==> src/hdl/dbcs_charset_first_match_assert.svh <==
// Assertion macros shared by the RTL; they expect clk and rst_n in scope.
`ifndef DBCS_CHARSET_FIRST_MATCH_ASSERT_SVH
`define DBCS_CHARSET_FIRST_MATCH_ASSERT_SVH

`ifndef SYNTHESIS
`define DCFM_ASSERT(lbl, expr) \
    lbl: assert property (@(posedge clk) disable iff (!rst_n) (expr)) \
        else $error("dcfm invariant violated");
`define DCFM_ASSERT_NEXT(lbl, ante, cons) \
    lbl: assert property (@(posedge clk) disable iff (!rst_n) (ante) |=> (cons)) \
        else $error("dcfm sequence violated");
`else
`define DCFM_ASSERT(lbl, expr)
`define DCFM_ASSERT_NEXT(lbl, ante, cons)
`endif

`endif

==> src/hdl/dcfm_pkg.sv <==
package dcfm_pkg;

    localparam int DEF_SET_ENTRIES    = 32;
    localparam int DEF_POSITION_WIDTH = 16;
    localparam int OUT_POS_W          = 16;
    localparam int CFG_IDX_W          = 2;
    localparam int CFG_DATA_W         = 8;

    // register indexes
    localparam logic [CFG_IDX_W-1:0] REG_A_LOW  = 2'd0;
    localparam logic [CFG_IDX_W-1:0] REG_A_HIGH = 2'd1;
    localparam logic [CFG_IDX_W-1:0] REG_B_LOW  = 2'd2;
    localparam logic [CFG_IDX_W-1:0] REG_B_HIGH = 2'd3;

    localparam logic [7:0] RST_A_LOW  = 8'd129;
    localparam logic [7:0] RST_A_HIGH = 8'd159;
    localparam logic [7:0] RST_B_LOW  = 8'd224;
    localparam logic [7:0] RST_B_HIGH = 8'd252;

    localparam logic OP_CONTROL = 1'b0;
    localparam logic OP_STRING  = 1'b1;

    typedef struct packed {
        logic [7:0] lead;
        logic [7:0] trail;
        logic       is_pair;
    } entry_t;

    function automatic logic is_lead(
        input logic [7:0] b,
        input logic [7:0] a_lo,
        input logic [7:0] a_hi,
        input logic [7:0] b_lo,
        input logic [7:0] b_hi
    );
        return ((a_lo <= b) && (b <= a_hi)) || ((b_lo <= b) && (b <= b_hi));
    endfunction

endpackage

==> src/hdl/dcfm_cell.sv <==
module dcfm_cell (
    input  logic             clk,
    input  logic             shift_en,
    input  dcfm_pkg::entry_t entry_in,
    input  logic             live,
    input  dcfm_pkg::entry_t query,
    output dcfm_pkg::entry_t entry_out,
    output logic             hit
);
    import dcfm_pkg::*;

    entry_t entry_reg;

    always_ff @(posedge clk)
    begin
        if (shift_en)
        begin
            entry_reg <= entry_in;
        end
    end

    assign entry_out = entry_reg;

    // trail only counts for pair entries
    assign hit = live
               && (entry_reg.is_pair == query.is_pair)
               && (entry_reg.lead == query.lead)
               && (!query.is_pair || (entry_reg.trail == query.trail));

endmodule

==> src/hdl/dcfm_cell_row.sv <==
module dcfm_cell_row #(
    parameter int SET_ENTRIES = dcfm_pkg::DEF_SET_ENTRIES,
    parameter int CNT_W       = $clog2(SET_ENTRIES + 1)
) (
    input  logic             clk,
    input  logic             shift_en,
    input  dcfm_pkg::entry_t new_entry,
    input  logic [CNT_W-1:0] count,
    input  dcfm_pkg::entry_t query,
    output logic             hit
);
    import dcfm_pkg::*;

    entry_t                 chain [SET_ENTRIES];
    logic [SET_ENTRIES-1:0] live;
    logic [SET_ENTRIES-1:0] hit_vec;

    // newest entry enters at cell 0; live cells are 0 .. count-1
    for (genvar i = 0; i < SET_ENTRIES; i++)
    begin : g_cell
        entry_t cell_in;
        if (i == 0)
        begin : g_head
            assign cell_in = new_entry;
        end
        else
        begin : g_body
            assign cell_in = chain[i-1];
        end

        assign live[i] = (count > CNT_W'(i));

        dcfm_cell u_cell (
            .clk       (clk),
            .shift_en  (shift_en),
            .entry_in  (cell_in),
            .live      (live[i]),
            .query     (query),
            .entry_out (chain[i]),
            .hit       (hit_vec[i])
        );
    end

    assign hit = |hit_vec;

endmodule

==> src/hdl/dbcs_charset_first_match.sv <==
// Searches a byte string for the first character in a control set, where a
// character is one byte or a lead+trail pair (lead bytes lie in one of two
// configurable ranges). Send the control set as op=0 words ending in a zero,
// then the string as op=1 words ending in a zero. One word is taken per clock;
// the set lives in a row of SET_ENTRIES cells, new entries shift in at the
// head, and every cell compares the current character in the same cycle, so
// the match is known in the cycle the word is taken and the result word
// appears on the next cycle. A result comes on each match (the scan then
// starts over at position 0) and at the terminator with found=0. While a
// result waits and out_ready is low, no input word is taken.
module dbcs_charset_first_match #(
    parameter int SET_ENTRIES    = dcfm_pkg::DEF_SET_ENTRIES,
    parameter int POSITION_WIDTH = dcfm_pkg::DEF_POSITION_WIDTH
) (
    input  logic                               clk,
    input  logic                               rst_n,
    input  logic                               cfg_we,
    input  logic [dcfm_pkg::CFG_IDX_W-1:0]     cfg_index,
    input  logic [dcfm_pkg::CFG_DATA_W-1:0]    cfg_data,
    input  logic                               in_valid,
    output logic                               in_ready,
    input  logic                               op,
    input  logic [7:0]                         byte_value,
    output logic                               out_valid,
    input  logic                               out_ready,
    output logic                               found,
    output logic [dcfm_pkg::OUT_POS_W-1:0]     match_position,
    output logic                               set_overflowed
);
    import dcfm_pkg::*;

    localparam int CNT_W = $clog2(SET_ENTRIES + 1);
    localparam int EXT_W = (POSITION_WIDTH > OUT_POS_W) ? POSITION_WIDTH : OUT_POS_W;

    logic [7:0] a_lo_reg, a_hi_reg, b_lo_reg, b_hi_reg;

    logic [CNT_W-1:0]          count_reg, count_next;
    logic                      cpend_vld_reg, cpend_vld_next;
    logic [7:0]                cpend_lead_reg, cpend_lead_next;
    logic                      closed_reg, closed_next;
    logic                      ovf_reg, ovf_next;
    logic                      spend_vld_reg, spend_vld_next;
    logic [7:0]                spend_lead_reg, spend_lead_next;
    logic [POSITION_WIDTH-1:0] pos_reg, pos_next;
    logic                      fin_reg, fin_next;

    logic                      out_valid_reg, out_valid_next;
    logic                      found_reg, found_next;
    logic [OUT_POS_W-1:0]      opos_reg, opos_next;
    logic                      oovf_reg, oovf_next;

    logic                      accept;
    logic                      lead_byte;
    logic                      shift_en;
    entry_t                    new_entry;
    entry_t                    query;
    logic                      hit;
    logic                      done;
    logic                      done_hit;
    logic [CNT_W-1:0]          base_count;
    logic [POSITION_WIDTH-1:0] base_pos;
    logic [1:0]                step;
    logic [POSITION_WIDTH:0]   pos_sum;
    logic [EXT_W-1:0]          pos_ext;

    assign in_ready  = !out_valid_reg || out_ready;
    assign accept    = in_valid && in_ready;
    assign lead_byte = is_lead(byte_value, a_lo_reg, a_hi_reg, b_lo_reg, b_hi_reg);

    // string lookup key: pending lead + this byte, or this byte alone
    always_comb
    begin
        query.lead    = spend_vld_reg ? spend_lead_reg : byte_value;
        query.trail   = spend_vld_reg ? byte_value : 8'd0;
        query.is_pair = spend_vld_reg;
    end

    dcfm_cell_row #(
        .SET_ENTRIES (SET_ENTRIES),
        .CNT_W       (CNT_W)
    ) u_row (
        .clk       (clk),
        .shift_en  (shift_en),
        .new_entry (new_entry),
        .count     (count_reg),
        .query     (query),
        .hit       (hit)
    );

    assign base_pos = fin_reg ? '0 : pos_reg;
    assign pos_sum  = {1'b0, base_pos} + (POSITION_WIDTH + 1)'(step);
    assign pos_ext  = EXT_W'(base_pos);

    always_comb
    begin
        count_next      = count_reg;
        cpend_vld_next  = cpend_vld_reg;
        cpend_lead_next = cpend_lead_reg;
        closed_next     = closed_reg;
        ovf_next        = ovf_reg;
        spend_vld_next  = spend_vld_reg;
        spend_lead_next = spend_lead_reg;
        pos_next        = pos_reg;
        fin_next        = fin_reg;
        shift_en        = 1'b0;
        new_entry       = '{lead: byte_value, trail: 8'd0, is_pair: 1'b0};
        done            = 1'b0;
        done_hit        = 1'b0;
        step            = 2'd0;
        base_count      = closed_reg ? '0 : count_reg;

        if (accept && (op == OP_CONTROL))
        begin
            if (closed_reg)
            begin
                // opening a new set wipes the old one and any scan in flight
                count_next     = '0;
                cpend_vld_next = 1'b0;
                ovf_next       = 1'b0;
                closed_next    = 1'b0;
                spend_vld_next = 1'b0;
                pos_next       = '0;
                fin_next       = 1'b0;
            end
            priority if (byte_value == 8'd0)
            begin
                cpend_vld_next = 1'b0;
                closed_next    = 1'b1;
            end
            else if (cpend_vld_reg && !closed_reg)
            begin
                new_entry      = '{lead: cpend_lead_reg, trail: byte_value, is_pair: 1'b1};
                cpend_vld_next = 1'b0;
                if (base_count == CNT_W'(SET_ENTRIES))
                begin
                    ovf_next = 1'b1;
                end
                else
                begin
                    shift_en   = 1'b1;
                    count_next = base_count + CNT_W'(1);
                end
            end
            else if (lead_byte)
            begin
                cpend_vld_next  = 1'b1;
                cpend_lead_next = byte_value;
            end
            else
            begin
                if (base_count == CNT_W'(SET_ENTRIES))
                begin
                    ovf_next = 1'b1;
                end
                else
                begin
                    shift_en   = 1'b1;
                    count_next = base_count + CNT_W'(1);
                end
            end
        end
        else if (accept)
        begin
            pos_next = base_pos;
            fin_next = 1'b0;
            // after a finished scan the pending lead is already clear
            priority if (byte_value == 8'd0)
            begin
                done = 1'b1;
            end
            else if (spend_vld_reg)
            begin
                if (hit)
                begin
                    done     = 1'b1;
                    done_hit = 1'b1;
                end
                else
                begin
                    spend_vld_next = 1'b0;
                    step           = 2'd2;
                end
            end
            else if (lead_byte)
            begin
                spend_vld_next  = 1'b1;
                spend_lead_next = byte_value;
            end
            else if (hit)
            begin
                done     = 1'b1;
                done_hit = 1'b1;
            end
            else
            begin
                step = 2'd1;
            end

            if (step != 2'd0)
            begin
                pos_next = pos_sum[POSITION_WIDTH] ? '1 : pos_sum[POSITION_WIDTH-1:0];
            end
            if (done)
            begin
                spend_vld_next = 1'b0;
                fin_next       = 1'b1;
            end
        end
    end

    always_comb
    begin
        out_valid_next = out_valid_reg;
        found_next     = found_reg;
        opos_next      = opos_reg;
        oovf_next      = oovf_reg;
        if (accept && done)
        begin
            out_valid_next = 1'b1;
            found_next     = done_hit;
            opos_next      = done_hit ? pos_ext[OUT_POS_W-1:0] : '0;
            oovf_next      = ovf_reg;
        end
        else if (out_ready)
        begin
            out_valid_next = 1'b0;
        end
    end

    always_ff @(posedge clk or negedge rst_n)
    begin
        if (!rst_n)
        begin
            a_lo_reg      <= RST_A_LOW;
            a_hi_reg      <= RST_A_HIGH;
            b_lo_reg      <= RST_B_LOW;
            b_hi_reg      <= RST_B_HIGH;
            count_reg     <= '0;
            cpend_vld_reg <= 1'b0;
            closed_reg    <= 1'b1;
            ovf_reg       <= 1'b0;
            spend_vld_reg <= 1'b0;
            pos_reg       <= '0;
            fin_reg       <= 1'b0;
            out_valid_reg <= 1'b0;
        end
        else
        begin
            if (cfg_we)
            begin
                unique case (cfg_index)
                    REG_A_LOW:  a_lo_reg <= cfg_data;
                    REG_A_HIGH: a_hi_reg <= cfg_data;
                    REG_B_LOW:  b_lo_reg <= cfg_data;
                    REG_B_HIGH: b_hi_reg <= cfg_data;
                    default:    a_lo_reg <= a_lo_reg;
                endcase
            end
            count_reg     <= count_next;
            cpend_vld_reg <= cpend_vld_next;
            closed_reg    <= closed_next;
            ovf_reg       <= ovf_next;
            spend_vld_reg <= spend_vld_next;
            pos_reg       <= pos_next;
            fin_reg       <= fin_next;
            out_valid_reg <= out_valid_next;
        end
    end

    always_ff @(posedge clk)
    begin
        cpend_lead_reg <= cpend_lead_next;
        spend_lead_reg <= spend_lead_next;
        found_reg      <= found_next;
        opos_reg       <= opos_next;
        oovf_reg       <= oovf_next;
    end

    assign out_valid      = out_valid_reg;
    assign found          = found_reg;
    assign match_position = opos_reg;
    assign set_overflowed = oovf_reg;

`include "dbcs_charset_first_match_assert.svh"

    `DCFM_ASSERT(a_count_bound, count_reg <= CNT_W'(SET_ENTRIES))
    `DCFM_ASSERT(a_ovf_full, !ovf_reg || closed_reg || (count_reg == CNT_W'(SET_ENTRIES)))
    `DCFM_ASSERT(a_miss_pos_zero, !out_valid_reg || found_reg || (opos_reg == '0))
    `DCFM_ASSERT_NEXT(a_term_result, accept && (op == OP_STRING) && (byte_value == 8'd0), out_valid_reg && !found_reg)
    `DCFM_ASSERT_NEXT(a_done_finishes, accept && done, fin_reg && !spend_vld_reg)

endmodule

==> config.mk <==
export PLATFORM = sky130hd
export DESIGN_NAME = dbcs_charset_first_match
export DESIGN_NICKNAME = d
export VERILOG_FILES = /design/src/hdl/dcfm_pkg.sv /design/src/hdl/dcfm_cell.sv /design/src/hdl/dcfm_cell_row.sv /design/src/hdl/dbcs_charset_first_match.sv
export VERILOG_INCLUDE_DIRS = /design/src /design/src/hdl
export SDC_FILE = /design/constraint.sdc
export NUM_CORES = 1
export LEC_CHECK = 0
export ABC_CLOCK_PERIOD_IN_PS = 72900
export BUFFER_PORTS_ARGS = -buffer_cell sky130_fd_sc_hd__buf_2
export CORE_MARGIN = 2
export CORE_UTILIZATION = 46
export CTS_CLUSTER_DIAMETER = 120
export CTS_CLUSTER_SIZE = 20
export DETAILED_ROUTE_END_ITERATION = 10
export PLACE_DENSITY = 0.64
export SLEW_MARGIN = 20
export SYNTH_ARGS = -nofsm -noshare
export SYNTH_HDL_FRONTEND = slang
export SYNTH_SLANG_ARGS = --single-unit
==> constraint.sdc <==
create_clock -name clk -period 72.9 [get_ports clk]
set_input_delay 14.58 -clock clk [delete_from_list [all_inputs] [get_ports clk]]
set_output_delay 14.58 -clock clk [all_outputs]
set_load 0.05 [all_outputs]
Word level (Yosys, flattened, before mapping) --
Cells that the tools add are included.
Storage, ports and cells: register bits 638, output and inout bits 20, logic and storage cells 477
Operators by class: $add $sub $neg 2, order comparisons 36, equality and inequality tests 102, multiplexer cells 62, bitwise gates (word level) 5, reduce and logical (&&, ||, !) cells 157
Operators with widths (number):
- 8-bit == test | 64
- 1-bit logical AND | 102
- 6-bit by 5-bit greater-than comparator with 1-bit output, second input constant | 16
- 16-bit two-way mux | 6
- 17-bit two-way mux | 3
- 6-bit by 4-bit greater-than comparator with 1-bit output, second input constant | 8
- 1-bit two-way mux | 39
- 1-bit logical OR | 34
- 1-bit == test | 32
- 8-bit less-or-equal comparator | 4
- 32-bit OR reduction | 1
- 6-bit two-way mux | 5
- 6-bit by 3-bit greater-than comparator with 1-bit output, second input constant | 4
- 16-bit by 2-bit adder with 17-bit output | 1
- 8-bit two-way mux | 2
- 2-bit two-way mux | 7
- 6-bit by 1-bit greater-than comparator with 1-bit output, second input constant | 2
- 6-bit by 2-bit greater-than comparator with 1-bit output, second input constant | 2
- 2-bit AND reduction | 6
- 8-bit logical NOT | 1
- 6-bit by 1-bit adder with 6-bit output, second input constant | 1
- 6-bit == test, second input constant | 1
- 2-bit nonzero test | 3
- 1-bit NOT | 5
- 12 further kinds | 15

Longest topological paths before layout --
Gate-level depths: netlist of the first run.
depth after elaboration 18, mapped depth 26

Modules after synthesis --
From an unflattened synthesis of the first run, not the netlist that was laid out.
Second synthesis, totals: cells, all modules 1877, area total of the unflattened synthesis 28212.1 µm²
Modules (own cells, without submodules):
- dcfm_cell | instances 32, cells each 41, area each 705.7 µm², sequential area each 510.5 µm²
- dbcs_charset_first_match | instances 1, cells each 490, area each 5181.2 µm², sequential area each 2544.9 µm²
- dcfm_cell_row | instances 1, cells each 75, area each 449.2 µm², sequential area each 0.0 µm²

Worst setup path after synthesis of the first run --
OpenSTA, ideal clock, no wires.
path kind input -> register, from input port byte_value[5], to register count_reg[0], arrival 39.800 ns, data required time 71.901 ns, slack 32.101 ns, cell stages on the path 15, path buffers 4, cells stage by stage buf_2 buf_4 buf_2 inv_1 ha_1 o21a_1 o21a_1 o22ai_1 a31o_2 a22oi_1 or2_2 clkbuf_1 nand2_1 nor2_1 xnor2_1
Between the ends: word-level cells in the longest chain between the ends 6, elaborated cells on any way between the ends 11, classes of those cells 4 x order compare; 3 x mux; 4 x reduce/logical
Ends and longest elaborated chain:
- start: declaration | RTL line dbcs_charset_first_match.sv:23 | input logic [7:0] byte_value,
- 8-bit less-or-equal comparator | RTL line dcfm_pkg.sv:36 | return ((a_lo <= b) && (b <= a_hi)) || ((b_lo <= b) && (b <= b_hi));
- 1-bit logical AND | RTL line dcfm_pkg.sv:36
- 1-bit logical OR | RTL line dcfm_pkg.sv:36
- 6-bit two-way mux | RTL line dbcs_charset_first_match.sv:144 | else if (lead_byte)
- 6-bit two-way mux | RTL line dbcs_charset_first_match.sv:130 | else if (cpend_vld_reg && !closed_reg)
- 6-bit two-way mux * | RTL line dbcs_charset_first_match.sv:125 | priority if (byte_value == 8'd0)
- end signal: assignment | RTL line dbcs_charset_first_match.sv:259 | count_reg <= count_next;
- end: declaration | RTL line dbcs_charset_first_match.sv:37 | logic [CNT_W-1:0] count_reg, count_next;
Mark *: on every way between the ends. The rest lies on a longest branch, timed or not. A chain may end at the register's enable or synchronous reset.

Final worst setup path of the first run --
from input port out_ready, to output port in_ready
Between the ends: word-level cells in the longest chain between the ends 1
Ends and longest elaborated chain:
- start: declaration | RTL line dbcs_charset_first_match.sv:25 | input logic out_ready,
- 1-bit logical OR | RTL line dbcs_charset_first_match.sv:66 | assign in_ready = !out_valid_reg || out_ready;
- end: declaration | RTL line dbcs_charset_first_match.sv:21 | output logic in_ready,
Every way passes these cells.

==> summary.txt, run 1 <==
Run status
  • Outcome: finished, final reports clean

Synth
  • Synth top area share: 0.596
  • Number of warning messages in the yosys log: 0
  • Most instantiated flip-flop cell in the synthesis netlist: sky130_fd_sc_hd__edfxtp_1
  • EDFF count, synth: between 500 and 600
  • Share of flip-flops with an asynchronous set or reset: 0.0940
  • Synth Cell Area: 0.0291 sq mm
  • Cells taking the most area after synthesis: sky130_fd_sc_hd__edfxtp_1 60%, sky130_fd_sc_hd__xnor2_1 11%, sky130_fd_sc_hd__xor2_1 3.8%, sky130_fd_sc_hd__dfrtp_1 3.6%, sky130_fd_sc_hd__dfstp_2 1.6%
  • Average size of a mapped cell: about 14 sq um
  • Commonest cells in the netlist: 578 x sky130_fd_sc_hd__edfxtp_1, 376 x sky130_fd_sc_hd__xnor2_1, 125 x sky130_fd_sc_hd__xor2_1, 69 x sky130_fd_sc_hd__nand4_1, 61 x sky130_fd_sc_hd__nand2_1
  • Most instantiated library cell after synthesis: sky130_fd_sc_hd__edfxtp_1
  • Post-synth cell types: 83
  • Gate count after technology mapping: ~2,000
  • Cell accounting for the most synthesized area: sky130_fd_sc_hd__edfxtp_1
  • Yosys reg bits: roughly 640
  • Synth Net Count: 2,085
  • Sequential element share of the synthesized area: 0.648

Floorplanning
  • Die Height: 256 um
  • Core Area: 0.0629 sq mm
  • Number of ports placed on the die boundary: 44
  • Effective utilization at floorplan: 0.464
  • Area of the die: 0.0654 sq mm
  • Horizontal die dimension: 256 um
  • Row Count: 92

Critical path
  • Setup slack of the worst register-to-register path: 65,080 ps
  • Crit path max fanout: 5
  • Delay of the slowest cell on the worst path: 290 ps
  • Slowest stage cell, crit path: sky130_fd_sc_hd__buf_2
  • Critical Path RT: 58,320 ps
  • Count of cells along the worst register-to-register path: 25
  • Most numerous cell on the critical path: sky130_fd_sc_hd__buf_2
  • Crit path launch type: input port
  • Data arrival, critical path: 15,110 ps
  • Beginning of the worst register-to-register path: spend_vld_reg$_DFFE_PN0P_
  • Cells traversed along the worst timing path: buf_2 -> nand2b_1 -> buf_2
  • Sort of element at the end of the critical path: primary output
  • Type of the setup path with the least slack: in -> out
  • Capturing point of the worst reg2reg path: pos_reg[7]$_DFFE_PN0P_

Min path
  • Worst Min Path Start: u_row.g_cell[3].u_cell.entry_out[14]$_DFFE_PP_
  • Cell depth of the worst min-delay path: 0
  • Worst Hold End: u_row.g_cell[4].u_cell.entry_out[14]$_DFFE_PP_
  • HP Class: reg -> reg

Global route
  • Via count of the first global-routing pass: between 15,000 and 20,000
  • Total routing resource utilization after global routing: 0.213
  • First-pass GRT wire length: 107 mm
  • GR Overflow Total: 0
  • Antenna violations before repair: 1
  • Pin count of the biggest net entering global routing: around 200

Clock tree
  • Cells resized by post-CTS repair: 0
  • Number of buffers between clock root and the deepest sink: 3
  • Clock network latency to the later pin of the worst-skew pair: 600 ps
  • Clock transition at the registers of the reported paths: ~90 ps
  • Number of buffers added by the clock tree synthesis step: 37
  • Clock tree root buffer cell: sky130_fd_sc_hd__clkbuf_16
  • Setup fix buffers added after clock tree synthesis: 0
  • Number of buffers added to fix hold violations after cts: 0
  • TritonCTS clock tree: yes
  • Number of sinks driven by the clock tree: between 600 and 700
  • H-tree depth reported by CTS: 2

Cells and area
  • Layout Nets: 2,098
  • Layout cells sized above 1: 0.0981
  • Final Instance Count excl. Fillers: 2,905
  • Area taken by flip-flops and latches: 0.0189 sq mm
  • Area delta synth->final: 7.09%
  • Multi-input logic area: 0.00957 sq mm
  • Diode insertion count for antenna repair: 0
  • Number of filler instances in the final layout: 5,488
  • Largest register FFs: about 540
  • Core utilization of the finished layout: 0.496

Placed design
  • Count of input and output buffers: 43
  • Detail Placement HPWL: roughly 46 mm
  • # placed instances: 2,844
  • Routability cong.: slightly below 0.9

Detailed routing
  • Violation count after the first detailed-route iteration: 1,757
  • Via/cell ratio: 5.85
  • Drt total wl: 70.3 mm
  • Number of vias after detailed routing: 16,989
  • Routed len/inst: 24.2 um
  • Remaining design rule violation count: 0
  • Initial DRT Pass Iterations: 5
  • Final antenna-violating net count: 0

Pwr
  • Leak Pwr: 9.94 nW
  • Total power density per cell area: 30.9 mW/mm^2
  • Maximum VDD drop: 0.0171 mV

STA
  • Final cycle utilization of the critical path: 0.407
  • Total count of max-transition violations in the final report: 0
  • Slew margin rel.: 0.245
  • Clock tree skew after final layout: 29.3 ps
  • Slew @ Worst Pin: 1130 ps
  • Setup TNS: 0 ps
  • Count of endpoints failing hold in the final timing report: 0
  • Final setup violation count: 0
  • Unrepaired setup endpoints after global routing: no
  • Highest Clock Rate: 0.0337 GHz
  • Final critical delay including setup and external delays: 29,690 ps

Run
  • Max capacitance violation total: 0
==> cell type report <==
type                            count  area share
Clock buffer                       60      0.0341
Multi-Input combinational cell   1246       0.307
Tap cell                          846      0.0339
Sequential cell                   638       0.605
Inverter                           40     0.00481
Clock inverter                      1    0.000281
Timing Repair Buffer               74      0.0148
==> worst max-delay path: cells and delay by family <==
family                 cells  cell delay (ps)
AND/OR/NAND/NOR            1              170
buffers and inverters      2              360
==> cell families after synthesis <==
| family | synth area share |
|---|---|
| AOI/OAI and AO/OA | 0.0615 |
| xor gates and xnor gates | 0.151 |
| and+or+nand+nor | 0.0800 |
| muxes | 0.0171 |
| buffers and inverters | 0.0261 |
| DFF | 0.648 |
| adders and majority gates | 0.0161 |
==> worst max path at each step <==
stage,cells past startpoint,start,end
floorplan,15,byte_value[5],count_reg[0]$_DFFE_PN0P_
global placement,3,out_ready,in_ready
detailed placement,3,out_ready,in_ready
CTS,3,out_ready,in_ready
global route,3,out_ready,in_ready
finish,3,out_ready,in_ready
==> through the flow <==
| stage | instance area (sq um) | power (W) | worst slack, ps | hold slack, ps |
|---|---|---|---|---|
| after floorplan | 29100 | 0.000726 | 32100 | 425 |
| after global placement | 30100 | 0.000744 | 43200 | 451 |
| after detailed placement | 30100 | 0.000750 | 43220 | 455 |
| after CTS | 31200 | 0.000969 | 43220 | 471 |
| after global routing | 31200 | 0.00101 | 43150 | 472 |
| final | 31200 | 0.000964 | 43210 | 464 |
==> power by group <==
group | leakage [nW] | switching, W | internal (W)
registers | 6.03 | 0.0000467 | 0.000474
clock network | 0.516 | 0.000118 | 0.000101
logic | 3.39 | 0.000140 | 0.0000832
total | 9.94 | 0.000305 | 0.000659
==> routing by layer <==
layer	GRT usage	up-vias	part of all wire
met5	0	-	0.00016
met4	0.0578	2	0.023
met3	0.0327	84	0.067
met2	0.336	576	0.46
met1	0.309	8759	0.45
li1	-	7568	-
==> layout by cell type, fill, tap and decap left out, types with 5 or more instances in the layout <==
cell and instances:
sky130_fd_sc_hd__nand2b_1 7, sky130_fd_sc_hd__o32ai_1 12, sky130_fd_sc_hd__clkbuf_1 20, sky130_fd_sc_hd__nor4_1 49, sky130_fd_sc_hd__nor2b_1 12, sky130_fd_sc_hd__xor2_1 125, sky130_fd_sc_hd__o31ai_1 12, sky130_fd_sc_hd__a22o_1 12
sky130_fd_sc_hd__edfxtp_1 578, sky130_fd_sc_hd__buf_4 30, sky130_fd_sc_hd__a21oi_1 52, sky130_fd_sc_hd__nor3_2 5, sky130_fd_sc_hd__nand3_1 38, sky130_fd_sc_hd__nor3b_1 8, sky130_fd_sc_hd__dfstp_2 18, sky130_fd_sc_hd__nor2_1 43
sky130_fd_sc_hd__nand2_1 61, sky130_fd_sc_hd__o22ai_1 9, sky130_fd_sc_hd__nand4_1 69, sky130_fd_sc_hd__xnor2_1 376, sky130_fd_sc_hd__nor4bb_1 12, sky130_fd_sc_hd__ha_1 36, sky130_fd_sc_hd__a31oi_1 20, sky130_fd_sc_hd__and3_1 8
sky130_fd_sc_hd__mux2_2 31, sky130_fd_sc_hd__or2_2 8, sky130_fd_sc_hd__dfrtp_1 41, sky130_fd_sc_hd__mux2i_4 8, sky130_fd_sc_hd__inv_1 38, sky130_fd_sc_hd__o41ai_1 6, sky130_fd_sc_hd__o211ai_1 10, sky130_fd_sc_hd__nor3_1 37
sky130_fd_sc_hd__buf_2 43, sky130_fd_sc_hd__a21o_1 9, sky130_fd_sc_hd__or3_1 7, sky130_fd_sc_hd__o21ai_0 46, sky130_fd_sc_hd__clkbuf_16 39, sky130_fd_sc_hd__a211oi_1 9, sky130_fd_sc_hd__and2_1 19, sky130_fd_sc_hd__o2111ai_1 11
(Power assumes the default switching activity.)
==> inputs of run 2 (changes only) <==
ABC_CLOCK_PERIOD_IN_PS = 25800   (was 72900)
PLACE_DENSITY = 0.67   (was 0.64)
clock period = 25.8 ns   (was 72.9 ns; I/O delays follow)
==> run 2 against run 1 <==
  * First-iteration DRC count increased by 12%
  * Hold slack improved by 7.8 ps
  * Global-route usage grew 0.058 points
  * Register-to-register slack got worse by 47000 ps
  * Clock power rose to 2.8 times the previous value
  * Non-clock buffer count increased by 7
  * Flip-flop and latch count did not move
  * Cell count stayed put
  * Combinational power rose to 2.9 times the previous value
  * Total power rose to 2.8 times the previous value
  * Sequential share of layout area about the same
  * Final area barely moved
  * Critical path type is now in -> reg
==> summary.txt, run 2 (synthesis results as in run 1) <==
Run status
  • Outcome: finished, final reports clean

STA
  • Unrepaired setup endpoints after global routing: no
  • Slew margin rel.: 0.246 (+0.000538)
  • Slew @ Worst Pin: 1120 ps (-9.45 ps)
  • Final cycle utilization of the critical path: 0.446
  • Final setup violation count: 0 (unchanged)
  • Total count of max-transition violations in the final report: 0 (unchanged)
  • Count of endpoints failing hold in the final timing report: 0 (unchanged)
  • Highest Clock Rate: 0.0870 GHz
  • Final critical delay including setup and external delays: 11,500 ps
  • Clock tree skew after final layout: 22.6 ps (-6.72 ps)
  • Setup TNS: 0 ps (unchanged)

Min path
  • HP Class: reg -> reg

Detailed routing
  • Violation count after the first detailed-route iteration: 1,976 (+12%)
  • Remaining design rule violation count: 0 (unchanged)
  • Via/cell ratio: 5.86 (+0.22%)
  • Routed len/inst: 24.3 um (+0.56%)
  • Initial DRT Pass Iterations: 5 (unchanged)
  • Final antenna-violating net count: 0 (unchanged)
  • Number of vias after detailed routing: 17,027 (+0.22%)
  • Drt total wl: 70.7 mm (+0.56%)

Floorplanning
  • Effective utilization at floorplan: 0.464 (unchanged)
  • Die Height: 256 um (unchanged)
  • Core Area: 0.0629 sq mm (unchanged)
  • Area of the die: 0.0654 sq mm (unchanged)
  • Horizontal die dimension: 256 um (unchanged)
  • Number of ports placed on the die boundary: 44 (unchanged)
  • Row Count: 92 (unchanged)

Cells and area
  • Layout Nets: 2,105 (+0.33%)
  • Commonest cells after routing, fill and taps aside: 578 x sky130_fd_sc_hd__edfxtp_1, 376 x sky130_fd_sc_hd__xnor2_1, 125 x sky130_fd_sc_hd__xor2_1, 69 x sky130_fd_sc_hd__nand4_1, 61 x sky130_fd_sc_hd__nand2_1
  • Area delta synth->final: 7.06% (about the same)
  • Layout cells sized above 1: 0.100 (+0.00194)
  • Diode insertion count for antenna repair: 0 (unchanged)
  • Commonest non-fill, non-tap cell in the layout: sky130_fd_sc_hd__edfxtp_1
  • Largest register FFs: 544 (unchanged)
  • Finished Cell Area: 0.0312 sq mm (about the same)

Clock tree
  • H-tree depth reported by CTS: 2 (unchanged)
  • Cells resized by post-CTS repair: 0 (unchanged)
  • Number of buffers added by the clock tree synthesis step: 37 (unchanged)
  • TritonCTS clock tree: yes
  • Number of buffers between clock root and the deepest sink: 3 (unchanged)
  • Number of buffers added to fix hold violations after cts: 0 (unchanged)
  • Number of sinks driven by the clock tree: 638 (unchanged)
  • Clock network latency to the later pin of the worst-skew pair: 600 ps (about the same)
  • Clock tree root buffer cell: sky130_fd_sc_hd__clkbuf_16
  • Clock transition at the registers of the reported paths: 80 ps (about the same)
  • Setup fix buffers added after clock tree synthesis: 0 (unchanged)

Global route
  • Pin count of the biggest net entering global routing: 90 (-56%)
  • First-pass GRT wire length: 107 mm (about the same)
  • GR Overflow Total: 0 (unchanged)
  • Antenna violations before repair: 0 (-1)
  • Total routing resource utilization after global routing: 0.214 (+0.000576)
  • Via count of the first global-routing pass: 16,540 (-3.4%)

Critical path
  • Data arrival, critical path: 11,720 ps (-3390 ps)
  • Crit path launch type: input port
  • Sort of element at the end of the critical path: flop
  • Type of the setup path with the least slack: in -> reg
  • Critical Path RT: 26,020 ps (-32,300 ps)
  • Crit path max fanout: 89 (+84)

Pwr
  • Maximum VDD drop: 0.0797 mV (+360%)
  • Total power density per cell area: 87.3 mW/mm^2 (+180%)
  • Leak Pwr: 9.96 nW (+0.18%)

Placed design
  • Routability cong.: 0.941 (+5.1%)
  • Count of input and output buffers: 43 (unchanged)
  • Post-detailed-placement cell area: 0.0301 sq mm (about the same)
  • Detail Placement HPWL: 46.7 mm (+0.62%)

Run
  • Max capacitance violation total: 0 (unchanged)
## run 2: layer usage
metal,up-vias,global-route usage,part of all wire,wire (um)
met3,82,0.0325,0.074,5200
met2,664,0.324,0.45,31800
li1,7572,-,-,-
met1,8707,0.323,0.46,32400
met4,2,0.0508,0.018,1260
met5,-,0.0102,0.0013,91
## run 2: stage by stage
stage	power (W)	worst slack (ps)	util	instances	hold WS [ps]
after global placement	0.00211	13560	0.480	2851	451
after detailed placement	0.00213	13420	0.480	2851	454
after global routing	0.00284	13880	0.496	2905	479
after floorplan	0.00199	3710	-	2024	425
final	0.00272	14300	0.496	2905	472
after CTS	0.00273	14080	0.496	2905	472
## run 2: layout make-up
type | instances | area [sq um]
Multi-Input combinational cell | 1246 | 9550
Timing Repair Buffer | 81 | 508
Sequential cell | 638 | 18900
Tap cell | 846 | 1060
Inverter | 40 | 150
Fill cell | 5415 | 31700
Clock inverter | 2 | 12.5
Clock buffer | 52 | 1020
## run 2: worst max-delay path, stage by stage
cell and delay, ps:
sky130_fd_sc_hd__buf_2 650, sky130_fd_sc_hd__buf_4 550, sky130_fd_sc_hd__inv_1 140, sky130_fd_sc_hd__ha_1 330, sky130_fd_sc_hd__o21a_1 120, sky130_fd_sc_hd__o21a_1 100, sky130_fd_sc_hd__o22ai_1 70, sky130_fd_sc_hd__a31o_2 210
sky130_fd_sc_hd__a22oi_1 510, sky130_fd_sc_hd__or2_2 310, sky130_fd_sc_hd__nand2_1 110, sky130_fd_sc_hd__nor2_4 80, sky130_fd_sc_hd__buf_4 620, sky130_fd_sc_hd__buf_4 870, sky130_fd_sc_hd__buf_4 910, sky130_fd_sc_hd__buf_6 710
## run 2: power breakdown
part / leakage [nW] / internal [W] / switching (W)
Sequential: 6.03 / 0.00134 / 0.000123
Combinational: 3.42 / 0.000237 / 0.000414
Clock: 0.502 / 0.000278 / 0.000330
Total: 9.96 / 0.00185 / 0.000867
## run 2: final timing paths
kind                                                           startpoint                                             end  slack [ps]  cells past startpoint
setup / recovery                                            byte_value[5]  u_row.g_cell[25].u_cell.entry_out[4]$_DFFE_PP_       14300                     16
hold / removal             u_row.g_cell[21].u_cell.entry_out[6]$_DFFE_PP_  u_row.g_cell[22].u_cell.entry_out[6]$_DFFE_PP_         470                      0
setup reg to reg                                spend_vld_reg$_DFFE_PN0P_                          pos_reg[7]$_DFFE_PN0P_       18050                     25
hold reg to reg            u_row.g_cell[21].u_cell.entry_out[6]$_DFFE_PP_  u_row.g_cell[22].u_cell.entry_out[6]$_DFFE_PP_         470                      0
max in group asynchronous                                           rst_n                       spend_vld_reg$_DFFE_PN0P_       20460                      2
min in group asynchronous                                           rst_n                           out_valid$_DFFE_PN0P_        4740                      2
